## config.mk

```make
export PLATFORM = sky130hd
export DESIGN_NAME = i2c_master_byte_controller_top
export DESIGN_NICKNAME = d
export VERILOG_FILES = /design/src/hw/rtl/i2cm_pkg.sv /design/src/hw/rtl/i2c_master_byte_controller_top.sv /design/src/hw/rtl/i2cm_front.sv /design/src/hw/rtl/i2cm_engine.sv
export SDC_FILE = /design/constraint.sdc
export NUM_CORES = 1
export LEC_CHECK = 0
export BUFFER_PORTS_ARGS = -buffer_cell sky130_fd_sc_hd__buf_2
export CAP_MARGIN = 20
export CORE_MARGIN = 2
export CORE_UTILIZATION = 56
export DETAILED_ROUTE_END_ITERATION = 10
export GPL_TIMING_DRIVEN = 0
export PLACE_DENSITY = 0.81
export SLEW_MARGIN = 5
export SYNTH_ARGS = -nofsm -noshare
export SYNTH_HDL_FRONTEND = slang
export SYNTH_SLANG_ARGS = --single-unit
```

## constraint.sdc

```tcl
create_clock -name clk -period 4.2 [get_ports clk]
set_clock_uncertainty 0.15 [all_clocks]
set_input_delay 0.84 -clock clk [delete_from_list [all_inputs] [get_ports clk]]
set_output_delay 0.84 -clock clk [all_outputs]
set_load 0.1 [all_outputs]
```

## src/hw/rtl/i2cm_pkg.sv

```systemverilog
// ----------------------------------------------------------------------------
// i2cm_pkg
// shared types and codes of the i2c master byte controller
// ----------------------------------------------------------------------------
`timescale 1ns / 1ps
`default_nettype none

package i2cm_pkg;

  // operation codes on the input channel
  localparam logic [2:0] OP_NONE  = 3'd0;
  localparam logic [2:0] OP_START = 3'd1;
  localparam logic [2:0] OP_WRITE = 3'd2;
  localparam logic [2:0] OP_READ  = 3'd3;
  localparam logic [2:0] OP_STOP  = 3'd4;

  // register index, taken from paddr bit 2
  localparam logic REG_SLAVE_ADDR  = 1'b0;
  localparam logic REG_HALF_PERIOD = 1'b1;

  localparam logic [7:0] HALF_PERIOD_RESET = 8'd10;

  typedef enum logic [2:0] {
    CMD_NONE,
    CMD_START,
    CMD_WRITE,
    CMD_READ,
    CMD_STOP
  } cmd_t;

  typedef enum logic [3:0] {
    PH_IDLE         = 4'd0,
    PH_RS_SDA_HIGH  = 4'd1,
    PH_RS_SCL_HIGH  = 4'd2,
    PH_ST_BOTH_HIGH = 4'd3,
    PH_ST_SDA_LOW   = 4'd4,
    PH_ST_SCL_LOW   = 4'd5,
    PH_BIT_LOW      = 4'd6,
    PH_BIT_HIGH     = 4'd7,
    PH_ACK_LOW      = 4'd8,
    PH_ACK_HIGH     = 4'd9,
    PH_FINISH       = 4'd10,
    PH_SP_LOW       = 4'd11,
    PH_SP_SCL_HIGH  = 4'd12,
    PH_SP_SDA_HIGH  = 4'd13
  } phase_t;

  // one classified tick waiting for the engine
  typedef struct packed {
    cmd_t       cmd;
    logic [7:0] data;
    logic       dir;
    logic       nack;
    logic       sda_in;
  } tick_t;

  // one result transaction
  typedef struct packed {
    logic       scl;
    logic       sda;
    logic       sda_en;
    logic       busy;
    logic       done;
    logic       acked;
    logic [7:0] rdata;
  } res_t;

endpackage

`default_nettype wire

```

## src/hw/rtl/i2c_master_byte_controller_top.sv

```systemverilog
// ----------------------------------------------------------------------------
// i2c_master_byte_controller_top
// i2c master byte engine advanced, unless the output stalls, by one tick transaction per clock
// ----------------------------------------------------------------------------
// an accepted tick waits in the tick queue; its result is registered when the engine pops it
// throughput: one tick per cycle unless out_stall holds it; sequencer state updates only on a pop
// the tick queue (DEPTH entries) lets input keep flowing during an output stall until full
// reset: synchronous active-low; bus released (scl high, sda released), queue empty,
// half period back to 10, slave address 0
`timescale 1ns / 1ps
`default_nettype none

module i2c_master_byte_controller_top #(
  parameter int DEPTH = 2
) (
  input  wire logic       clk,
  input  wire logic       rst_n,
  // tick input channel
  input  wire logic       in_valid,
  output logic            in_stall,
  input  wire logic [2:0] in_operation,
  input  wire logic [7:0] in_data_byte,
  input  wire logic       in_read_direction,
  input  wire logic       in_send_nack,
  input  wire logic       in_sda_in,
  // result channel
  output logic            out_valid,
  input  wire logic       out_stall,
  output logic            out_scl_level,
  output logic            out_sda_level,
  output logic            out_sda_enable,
  output logic            out_busy_res,
  output logic            out_done_res,
  output logic            out_slave_acked,
  output logic [7:0]      out_read_data,
  // register port
  input  wire logic       psel,
  input  wire logic       penable,
  input  wire logic       pwrite,
  input  wire logic [2:0] paddr,
  input  wire logic [31:0] pwdata,
  output logic [31:0]     prdata,
  output logic            pready
);

  logic [7:0]      slave_addr_r;
  logic [7:0]      half_period_r;
  logic            reg_wr;
  logic            q_valid;
  logic            q_pop;
  i2cm_pkg::tick_t q_tick;
  i2cm_pkg::res_t  res;

  // register file: the user must write it only while the engine sits idle; the block does not enforce this
  assign pready = 1'b1;
  assign reg_wr = psel && penable && pwrite && pready;

  always_ff @(posedge clk) begin
    if (!rst_n) begin
      slave_addr_r  <= '0;
      half_period_r <= i2cm_pkg::HALF_PERIOD_RESET;
    end else if (reg_wr) begin
      unique case (paddr[2])
        i2cm_pkg::REG_SLAVE_ADDR:  slave_addr_r  <= pwdata[7:0];
        i2cm_pkg::REG_HALF_PERIOD: half_period_r <= pwdata[7:0];
        default: ;
      endcase
    end
  end

  always_comb begin
    unique case (paddr[2])
      i2cm_pkg::REG_SLAVE_ADDR:  prdata = {24'd0, slave_addr_r};
      i2cm_pkg::REG_HALF_PERIOD: prdata = {24'd0, half_period_r};
      default:                   prdata = '0;
    endcase
  end

  // front: decode op codes and queue ticks
  i2cm_front #(
    .DEPTH (DEPTH)
  ) u_front (
    .clk               (clk),
    .rst_n             (rst_n),
    .in_valid          (in_valid),
    .in_stall          (in_stall),
    .in_operation      (in_operation),
    .in_data_byte      (in_data_byte),
    .in_read_direction (in_read_direction),
    .in_send_nack      (in_send_nack),
    .in_sda_in         (in_sda_in),
    .q_valid           (q_valid),
    .q_tick            (q_tick),
    .q_pop             (q_pop)
  );

  // back: step sequencer and output register
  i2cm_engine u_engine (
    .clk         (clk),
    .rst_n       (rst_n),
    .q_valid     (q_valid),
    .q_tick      (q_tick),
    .q_pop       (q_pop),
    .slave_addr  (slave_addr_r),
    .half_period (half_period_r),
    .out_valid   (out_valid),
    .out_stall   (out_stall),
    .out_res     (res)
  );

  assign out_scl_level   = res.scl;
  assign out_sda_level   = res.sda;
  assign out_sda_enable  = res.sda_en;
  assign out_busy_res    = res.busy;
  assign out_done_res    = res.done;
  assign out_slave_acked = res.acked;
  assign out_read_data   = res.rdata;

endmodule

`default_nettype wire

```

## src/hw/rtl/i2cm_front.sv

```systemverilog
// ----------------------------------------------------------------------------
// i2cm_front
// decodes incoming ticks and holds them in a short queue for the engine
// ----------------------------------------------------------------------------
`timescale 1ns / 1ps
`default_nettype none

module i2cm_front #(
  parameter int DEPTH = 2
) (
  input  wire logic          clk,
  input  wire logic          rst_n,
  input  wire logic          in_valid,
  output logic               in_stall,
  input  wire logic [2:0]    in_operation,
  input  wire logic [7:0]    in_data_byte,
  input  wire logic          in_read_direction,
  input  wire logic          in_send_nack,
  input  wire logic          in_sda_in,
  output logic               q_valid,
  output i2cm_pkg::tick_t    q_tick,
  input  wire logic          q_pop
);

  localparam int PTR_W = (DEPTH > 1) ? $clog2(DEPTH) : 1;
  localparam int CNT_W = $clog2(DEPTH + 1);

  i2cm_pkg::tick_t       queue_r [DEPTH];
  logic [PTR_W-1:0]      wr_ptr_r, wr_ptr_nxt;
  logic [PTR_W-1:0]      rd_ptr_r, rd_ptr_nxt;
  logic [CNT_W-1:0]      count_r, count_nxt;
  logic                  push;
  logic                  pop;
  i2cm_pkg::cmd_t        cmd;
  i2cm_pkg::tick_t       tick_in;

  // unknown codes become no-ops
  always_comb begin
    unique case (in_operation)
      i2cm_pkg::OP_START: cmd = i2cm_pkg::CMD_START;
      i2cm_pkg::OP_WRITE: cmd = i2cm_pkg::CMD_WRITE;
      i2cm_pkg::OP_READ:  cmd = i2cm_pkg::CMD_READ;
      i2cm_pkg::OP_STOP:  cmd = i2cm_pkg::CMD_STOP;
      default:            cmd = i2cm_pkg::CMD_NONE;
    endcase
  end

  assign tick_in = '{cmd: cmd, data: in_data_byte, dir: in_read_direction,
                     nack: in_send_nack, sda_in: in_sda_in};

  assign in_stall = (count_r == CNT_W'(DEPTH));
  assign q_valid  = (count_r != '0);
  assign q_tick   = queue_r[rd_ptr_r];
  assign push     = in_valid && !in_stall;
  assign pop      = q_pop && q_valid;

  always_comb begin
    wr_ptr_nxt = wr_ptr_r;
    rd_ptr_nxt = rd_ptr_r;
    if (push) begin
      wr_ptr_nxt = (wr_ptr_r == PTR_W'(DEPTH - 1)) ? '0 : wr_ptr_r + PTR_W'(1);
    end
    if (pop) begin
      rd_ptr_nxt = (rd_ptr_r == PTR_W'(DEPTH - 1)) ? '0 : rd_ptr_r + PTR_W'(1);
    end
    count_nxt = count_r + CNT_W'(push) - CNT_W'(pop);
  end

  always_ff @(posedge clk) begin
    if (!rst_n) begin
      wr_ptr_r <= '0;
      rd_ptr_r <= '0;
      count_r  <= '0;
    end else begin
      wr_ptr_r <= wr_ptr_nxt;
      rd_ptr_r <= rd_ptr_nxt;
      count_r  <= count_nxt;
    end
  end

  always_ff @(posedge clk) begin
    if (push) begin
      queue_r[wr_ptr_r] <= tick_in;
    end
  end

endmodule

`default_nettype wire

```

## src/hw/rtl/i2cm_engine.sv

```systemverilog
// ----------------------------------------------------------------------------
// i2cm_engine
// bus timing sequencer, advanced by one queued tick at a time, with output register
// ----------------------------------------------------------------------------
`timescale 1ns / 1ps
`default_nettype none

module i2cm_engine (
  input  wire logic            clk,
  input  wire logic            rst_n,
  input  wire logic            q_valid,
  input  wire i2cm_pkg::tick_t q_tick,
  output logic                 q_pop,
  input  wire logic [7:0]      slave_addr,
  input  wire logic [7:0]      half_period,
  output logic                 out_valid,
  input  wire logic            out_stall,
  output i2cm_pkg::res_t       out_res
);

  i2cm_pkg::phase_t phase_r, phase_nxt;
  logic [3:0] bit_cnt_r, bit_cnt_nxt;
  logic [7:0] shift_r, shift_nxt;
  logic [7:0] tick_r, tick_nxt;
  logic       scl_r, scl_nxt;
  logic       sda_r, sda_nxt;
  logic       sda_en_r, sda_en_nxt;
  logic       ack_r, ack_nxt;
  logic       held_r, held_nxt;
  logic       is_read_r, is_read_nxt;
  logic       nack_r, nack_nxt;
  logic [7:0] rdata_r, rdata_nxt;
  logic       done_nxt;
  logic       out_valid_r;
  i2cm_pkg::res_t out_res_r;

  logic [7:0] hp;
  logic [7:0] tick_inc;
  logic       step_end;
  logic [7:0] shifted;
  logic [3:0] bit_dec;

  assign q_pop    = q_valid && (!out_valid_r || !out_stall);
  assign hp       = (half_period == 8'd0) ? 8'd1 : half_period;
  assign tick_inc = tick_r + 8'd1;
  assign step_end = (phase_r != i2cm_pkg::PH_IDLE) && (tick_inc >= hp);
  assign shifted  = {shift_r[6:0], is_read_r & q_tick.sda_in};
  assign bit_dec  = bit_cnt_r - 4'd1;

  // next phase
  always_comb begin
    phase_nxt = phase_r;
    if (phase_r == i2cm_pkg::PH_IDLE) begin
      unique case (q_tick.cmd)
        i2cm_pkg::CMD_START:
          phase_nxt = held_r ? i2cm_pkg::PH_RS_SDA_HIGH : i2cm_pkg::PH_ST_BOTH_HIGH;
        i2cm_pkg::CMD_WRITE, i2cm_pkg::CMD_READ:
          if (held_r) phase_nxt = i2cm_pkg::PH_BIT_LOW;
        i2cm_pkg::CMD_STOP:
          if (held_r) phase_nxt = i2cm_pkg::PH_SP_LOW;
        default: ;
      endcase
    end else if (step_end) begin
      unique case (phase_r)
        i2cm_pkg::PH_RS_SDA_HIGH:  phase_nxt = i2cm_pkg::PH_RS_SCL_HIGH;
        i2cm_pkg::PH_RS_SCL_HIGH,
        i2cm_pkg::PH_ST_BOTH_HIGH: phase_nxt = i2cm_pkg::PH_ST_SDA_LOW;
        i2cm_pkg::PH_ST_SDA_LOW:   phase_nxt = i2cm_pkg::PH_ST_SCL_LOW;
        i2cm_pkg::PH_ST_SCL_LOW:   phase_nxt = i2cm_pkg::PH_BIT_LOW;
        i2cm_pkg::PH_BIT_LOW:      phase_nxt = i2cm_pkg::PH_BIT_HIGH;
        i2cm_pkg::PH_BIT_HIGH:
          phase_nxt = (bit_dec != 4'd0) ? i2cm_pkg::PH_BIT_LOW : i2cm_pkg::PH_ACK_LOW;
        i2cm_pkg::PH_ACK_LOW:      phase_nxt = i2cm_pkg::PH_ACK_HIGH;
        i2cm_pkg::PH_ACK_HIGH:     phase_nxt = i2cm_pkg::PH_FINISH;
        i2cm_pkg::PH_SP_LOW:       phase_nxt = i2cm_pkg::PH_SP_SCL_HIGH;
        i2cm_pkg::PH_SP_SCL_HIGH:  phase_nxt = i2cm_pkg::PH_SP_SDA_HIGH;
        default:                   phase_nxt = i2cm_pkg::PH_IDLE;
      endcase
    end
  end

  // line drives and datapath
  always_comb begin
    bit_cnt_nxt = bit_cnt_r;
    shift_nxt   = shift_r;
    tick_nxt    = '0;
    scl_nxt     = scl_r;
    sda_nxt     = sda_r;
    sda_en_nxt  = sda_en_r;
    ack_nxt     = ack_r;
    held_nxt    = held_r;
    is_read_nxt = is_read_r;
    nack_nxt    = nack_r;
    rdata_nxt   = rdata_r;
    done_nxt    = 1'b0;
    if (phase_r == i2cm_pkg::PH_IDLE) begin
      unique case (q_tick.cmd)
        i2cm_pkg::CMD_START: begin
          shift_nxt  = {slave_addr[7:1], q_tick.dir};
          scl_nxt    = !held_r;
          sda_en_nxt = 1'b1;
          sda_nxt    = 1'b1;
        end
        i2cm_pkg::CMD_WRITE: begin
          if (!held_r) begin
            done_nxt = 1'b1;
          end else begin
            shift_nxt   = q_tick.data;
            is_read_nxt = 1'b0;
            bit_cnt_nxt = 4'd8;
            scl_nxt     = 1'b0;
            sda_en_nxt  = 1'b1;
            sda_nxt     = q_tick.data[7];
          end
        end
        i2cm_pkg::CMD_READ: begin
          if (!held_r) begin
            done_nxt = 1'b1;
          end else begin
            nack_nxt    = q_tick.nack;
            shift_nxt   = '0;
            is_read_nxt = 1'b1;
            bit_cnt_nxt = 4'd8;
            scl_nxt     = 1'b0;
            sda_en_nxt  = 1'b0;
            sda_nxt     = 1'b1;
          end
        end
        i2cm_pkg::CMD_STOP: begin
          if (!held_r) begin
            done_nxt = 1'b1;
          end else begin
            scl_nxt    = 1'b0;
            sda_en_nxt = 1'b1;
            sda_nxt    = 1'b0;
          end
        end
        default: ;
      endcase
    end else if (!step_end) begin
      tick_nxt = tick_inc;
    end else begin
      unique case (phase_r)
        i2cm_pkg::PH_RS_SDA_HIGH: scl_nxt = 1'b1;
        i2cm_pkg::PH_RS_SCL_HIGH, i2cm_pkg::PH_ST_BOTH_HIGH: begin
          scl_nxt    = 1'b1;
          sda_en_nxt = 1'b1;
          sda_nxt    = 1'b0;
        end
        i2cm_pkg::PH_ST_SDA_LOW: scl_nxt = 1'b0;
        i2cm_pkg::PH_ST_SCL_LOW: begin
          // header goes out as a write byte
          held_nxt    = 1'b1;
          is_read_nxt = 1'b0;
          bit_cnt_nxt = 4'd8;
          scl_nxt     = 1'b0;
          sda_en_nxt  = 1'b1;
          sda_nxt     = shift_r[7];
        end
        i2cm_pkg::PH_BIT_LOW: scl_nxt = 1'b1;
        i2cm_pkg::PH_BIT_HIGH: begin
          shift_nxt   = shifted;
          bit_cnt_nxt = bit_dec;
          scl_nxt     = 1'b0;
          if (bit_dec != 4'd0) begin
            sda_en_nxt = !is_read_r;
            sda_nxt    = is_read_r | shifted[7];
          end else begin
            // ack slot: master drives low only for an acked read
            sda_en_nxt = is_read_r && !nack_r;
            sda_nxt    = !is_read_r || nack_r;
          end
        end
        i2cm_pkg::PH_ACK_LOW: scl_nxt = 1'b1;
        i2cm_pkg::PH_ACK_HIGH: begin
          if (is_read_r) begin
            rdata_nxt = shift_r;
          end else begin
            ack_nxt = !q_tick.sda_in;
          end
          scl_nxt    = 1'b0;
          sda_en_nxt = 1'b0;
          sda_nxt    = 1'b1;
        end
        i2cm_pkg::PH_FINISH: done_nxt = 1'b1;
        i2cm_pkg::PH_SP_LOW: scl_nxt = 1'b1;
        i2cm_pkg::PH_SP_SCL_HIGH: sda_nxt = 1'b1;
        i2cm_pkg::PH_SP_SDA_HIGH: begin
          scl_nxt    = 1'b1;
          sda_en_nxt = 1'b0;
          sda_nxt    = 1'b1;
          held_nxt   = 1'b0;
          done_nxt   = 1'b1;
        end
        default: ;
      endcase
    end
  end

  always_ff @(posedge clk) begin
    if (!rst_n) begin
      phase_r     <= i2cm_pkg::PH_IDLE;
      bit_cnt_r   <= '0;
      shift_r     <= '0;
      tick_r      <= '0;
      scl_r       <= 1'b1;
      sda_r       <= 1'b1;
      sda_en_r    <= 1'b0;
      ack_r       <= 1'b0;
      held_r      <= 1'b0;
      is_read_r   <= 1'b0;
      nack_r      <= 1'b0;
      rdata_r     <= '0;
      out_valid_r <= 1'b0;
    end else begin
      if (q_pop) begin
        phase_r   <= phase_nxt;
        bit_cnt_r <= bit_cnt_nxt;
        shift_r   <= shift_nxt;
        tick_r    <= tick_nxt;
        scl_r     <= scl_nxt;
        sda_r     <= sda_nxt;
        sda_en_r  <= sda_en_nxt;
        ack_r     <= ack_nxt;
        held_r    <= held_nxt;
        is_read_r <= is_read_nxt;
        nack_r    <= nack_nxt;
        rdata_r   <= rdata_nxt;
      end
      if (q_pop) begin
        out_valid_r <= 1'b1;
      end else if (!out_stall) begin
        out_valid_r <= 1'b0;
      end
    end
  end

  always_ff @(posedge clk) begin
    if (q_pop) begin
      out_res_r <= '{scl: scl_nxt, sda: sda_nxt, sda_en: sda_en_nxt,
                     busy: (phase_nxt != i2cm_pkg::PH_IDLE), done: done_nxt,
                     acked: ack_nxt, rdata: rdata_nxt};
    end
  end

  assign out_valid = out_valid_r;
  assign out_res   = out_res_r;

`ifndef SYNTH
  a_done_not_busy: assert property (@(posedge clk) disable iff (!rst_n)
    out_valid_r && out_res_r.done |-> !out_res_r.busy)
    else $error("done reported while still busy");

  a_released_high: assert property (@(posedge clk) disable iff (!rst_n)
    !sda_en_r |-> sda_r)
    else $error("released sda not shown high");

  a_bit_count: assert property (@(posedge clk) disable iff (!rst_n)
    bit_cnt_r <= 4'd8)
    else $error("bit counter out of range");

  a_scl_high_phase: assert property (@(posedge clk) disable iff (!rst_n)
    phase_r == i2cm_pkg::PH_BIT_HIGH || phase_r == i2cm_pkg::PH_ACK_HIGH |-> scl_r)
    else $error("scl low in a sampling step");

  a_tick_idle: assert property (@(posedge clk) disable iff (!rst_n)
    phase_r == i2cm_pkg::PH_IDLE |-> tick_r == 8'd0)
    else $error("step counter running while idle");
`endif

endmodule

`default_nettype wire

```

==> flow_metrics.tcl <==
set metrics [dict create \
    synthSimpleGateAreaFrac_pct 16.6 \
    cts_hold_buf 0 \
    vdd_ir_drop_max_mv 0.352 \
    use_met2_pct 42.8 \
    synth_warnings 0 \
    start_kind "flip-flop" \
    synth_top_family_by_area "simple AND/OR/NAND/NOR gates" \
    fmax_ghz 0.262 \
    dr.pass1.iters 5 \
    relSlewSlack_pct 41.7 \
    grt-ovfl-total 0 \
    die_w_microns 102 \
    layout_commonest_cell "dfxtp_1" \
    cts_resized 0 \
    hp-class "flip-flop to flip-flop" \
    cp.arrival_ps 3760 \
    ys_seq_area_share_pct 46.5 \
    grt_pass1_vias 4218 \
    synth_cell_types 67 \
    grt_pass1_wl_microns 20400 \
    fillerInstances 741 \
    dp_hpwl_microns 9490 \
    grt_antenna_before_repair 0 \
    setup_viol_count_final 0 \
    syn_area_per_cell_sq_um 9.44 \
    n_antenna_cell 0 \
    clock-root-buffer "clkbuf_8" \
    htreeDepth 3 \
    finalNonFillerCells 789 \
    synth_compound_area_share_pct 15.4 \
    path_class "flip-flop to flip-flop" \
    fin_crit_sh_pct 90.8 \
    synthAdderAreaFrac_pct 3.23 \
    synthToLayoutAreaGrowth_pct 14.2 \
    worst_pin_slew_ps 869 \
    syn-cell-area_sq_um 5340 \
    rows 35 \
    wirelength_microns 12800 \
    core_sq_um 9240 \
    syn_inst 566 \
    synth_xor_area_share_pct 1.64 \
    port_buffers 53 \
    vias_per_cell 5.73 \
    grt_max_degree 21 \
    finalWeightedCongestion 0.963 \
    postCtsSetupRepairBufs 0 \
    final_area_sq_um 6100 \
    placed_area_sq_um 5870 \
    crit_path_end_kind "flip-flop" \
    start_util_pct 57.8 \
    status "completed" \
    p_leak_nw 2.44 \
    clk_pin_slew_ps 110 \
    power.density_nw_per_um2 654 \
    pre_cts_slack_ps 474 \
    drtIter0Drc 307 \
    gr-usage-met3_pct 4.21 \
    drive_gt1_share_pct 20.8 \
    clockBufferDepth 2 \
    drc 0 \
    drv_cap 0 \
    gr-usage-met1_pct 32.0 \
    grt_util_all_layers_pct 25.3 \
    hold_viol 0 \
    fin_util_pct 66.0 \
    fin_nets 724 \
    clk_latency_ps 370 \
    setup_ws_ps 386 \
    fp.dieH_microns 102 \
    ys_ff_latch 103 \
    pin_count 105 \
    synthMuxAreaShare_pct 9.32 \
    vias 4518 \
    cp_max_fo 8 \
    routedWlPerCell_microns 16.3 \
    final_cell_mix "dfxtp_1, nand2_1, buf_2, nor2_1, a21oi_1" \
    fin_crit_ps 3810 \
    dp_cells 772 \
    grt_setup_unrepaired "false" \
    yosys_most_used_dff "dfxtp_1" \
    slew_violations 0 \
    top_usage_layer "met2" \
    synth-edff-count 42 \
    ant_nets 0 \
    critPathRequiredTime_ps 4150 \
    cts_tree "yes" \
    final.setup.tns_ps 0 \
    async_flop_share_pct 0 \
    cts_sinks 103 \
    cts_buffers 9 \
    fp.dieArea_sq_um 10300 \
]
-- metrics by stage --
stage | hold slack [ps] | power [mW]
after floorplan | 284 | 2.88
after global placement | 294 | 3.24
after detailed placement | 298 | 3.29
after CTS | 314 | 3.96
after global routing | 343 | 4.18
final | 315 | 3.99
-- path summary, 6_finish.rpt --
path | startpoint | to | slack [ps] | depth (start not counted)
max | u_engine.tick_r[0]$_SDFFE_PN0P_ | u_engine.out_res[10]$_DFFE_PP_ | 390 | 12
min | slave_addr_r[0]$_SDFFE_PN0P_ | slave_addr_r[0]$_SDFFE_PN0P_ | 320 | 2
max reg2reg | u_engine.tick_r[0]$_SDFFE_PN0P_ | u_engine.out_res[10]$_DFFE_PP_ | 390 | 12
min reg2reg | slave_addr_r[0]$_SDFFE_PN0P_ | slave_addr_r[0]$_SDFFE_PN0P_ | 320 | 2
-- state kept, by name, indices dropped and copies added (netlist names), 8 cells and up, named ones only --
name / cells
slave_addr_r: 8
u_engine.tick_r: 8
u_engine.shift_r: 8
half_period_r: 8
u_engine.rdata_r: 8
u_engine.out_res: 14
u_front.queue_r: 28
-- layout make-up --
type / count / area [sq um] / share of cell area (%)
clock inverter: 7 / 97.6 / 1.60
clock buffer: 9 / 124 / 2.03
sequential: 103 / 2480 / 40.7
tap: 129 / 161 / 2.65
inverter: 23 / 86.3 / 1.42
timing repair buffer: 55 / 288 / 4.72
buffer: 51 / 300 / 4.92
multi-input combinational: 412 / 2560 / 42.0
-- synthesized netlist by cell type (5+ instances only) --
master     n  area share (%)
a211o_1    8             1.3
a21oi_1   55             5.2
a22oi_1    5            0.70
and3_1     7            0.82
buf_2      6            0.56
buf_4     25             3.5
clkbuf_1  19             1.3
dfxtp_1   61              23
edfxtp_1  42              24
ha_1      13             3.0
inv_1     22             1.5
mux2_2    22             4.6
mux2i_1   25             4.7
nand2_1   59             4.1
nand3_1   13             1.2
nor2_1    57             4.0
nor2b_1    5            0.59
nor3_1    16             1.5
o21ai_0   19             1.8
xnor2_1    5            0.82
xor2_1     5            0.82
-- cell families after synthesis --
group / count (synthesis)
AOI/OAI and AO/OA: 128
xor gates and xnor gates: 10
adders and majority gates: 14
other: 2
muxes: 47
DFF: 103
and+or+nand+nor: 188
buffers and inverters: 74
-- power breakdown --
part | switching, mW | leakage [nW] | internal [mW]
Combinational | 1.46 | 1.44 | 0.501
Clock | 0.383 | 0.110 | 0.293
Sequential | 0.0973 | 0.894 | 1.25
-- routing by layer --
metal | up-vias | share of wire (%)
li1 | 2159 | -
met1 | 2087 | 41
met3 | 39 | 7.7
met2 | 233 | 48
met4 | 0 | 3.1
met5 | - | 0
-- worst max-delay path, stage by stage, from the launching register on --
cell	delay, ps
dfxtp_1	430
ha_1	280
and3_1	200
nand3_1	100
xnor2_1	230
ha_1	290
a2111oi_0	570
o311a_4	360
or2_1	130
buf_6	150
nor2_1	60
a221oi_1	420
nand4_1	190
Note: power is estimated with default switching activity, not from simulation.
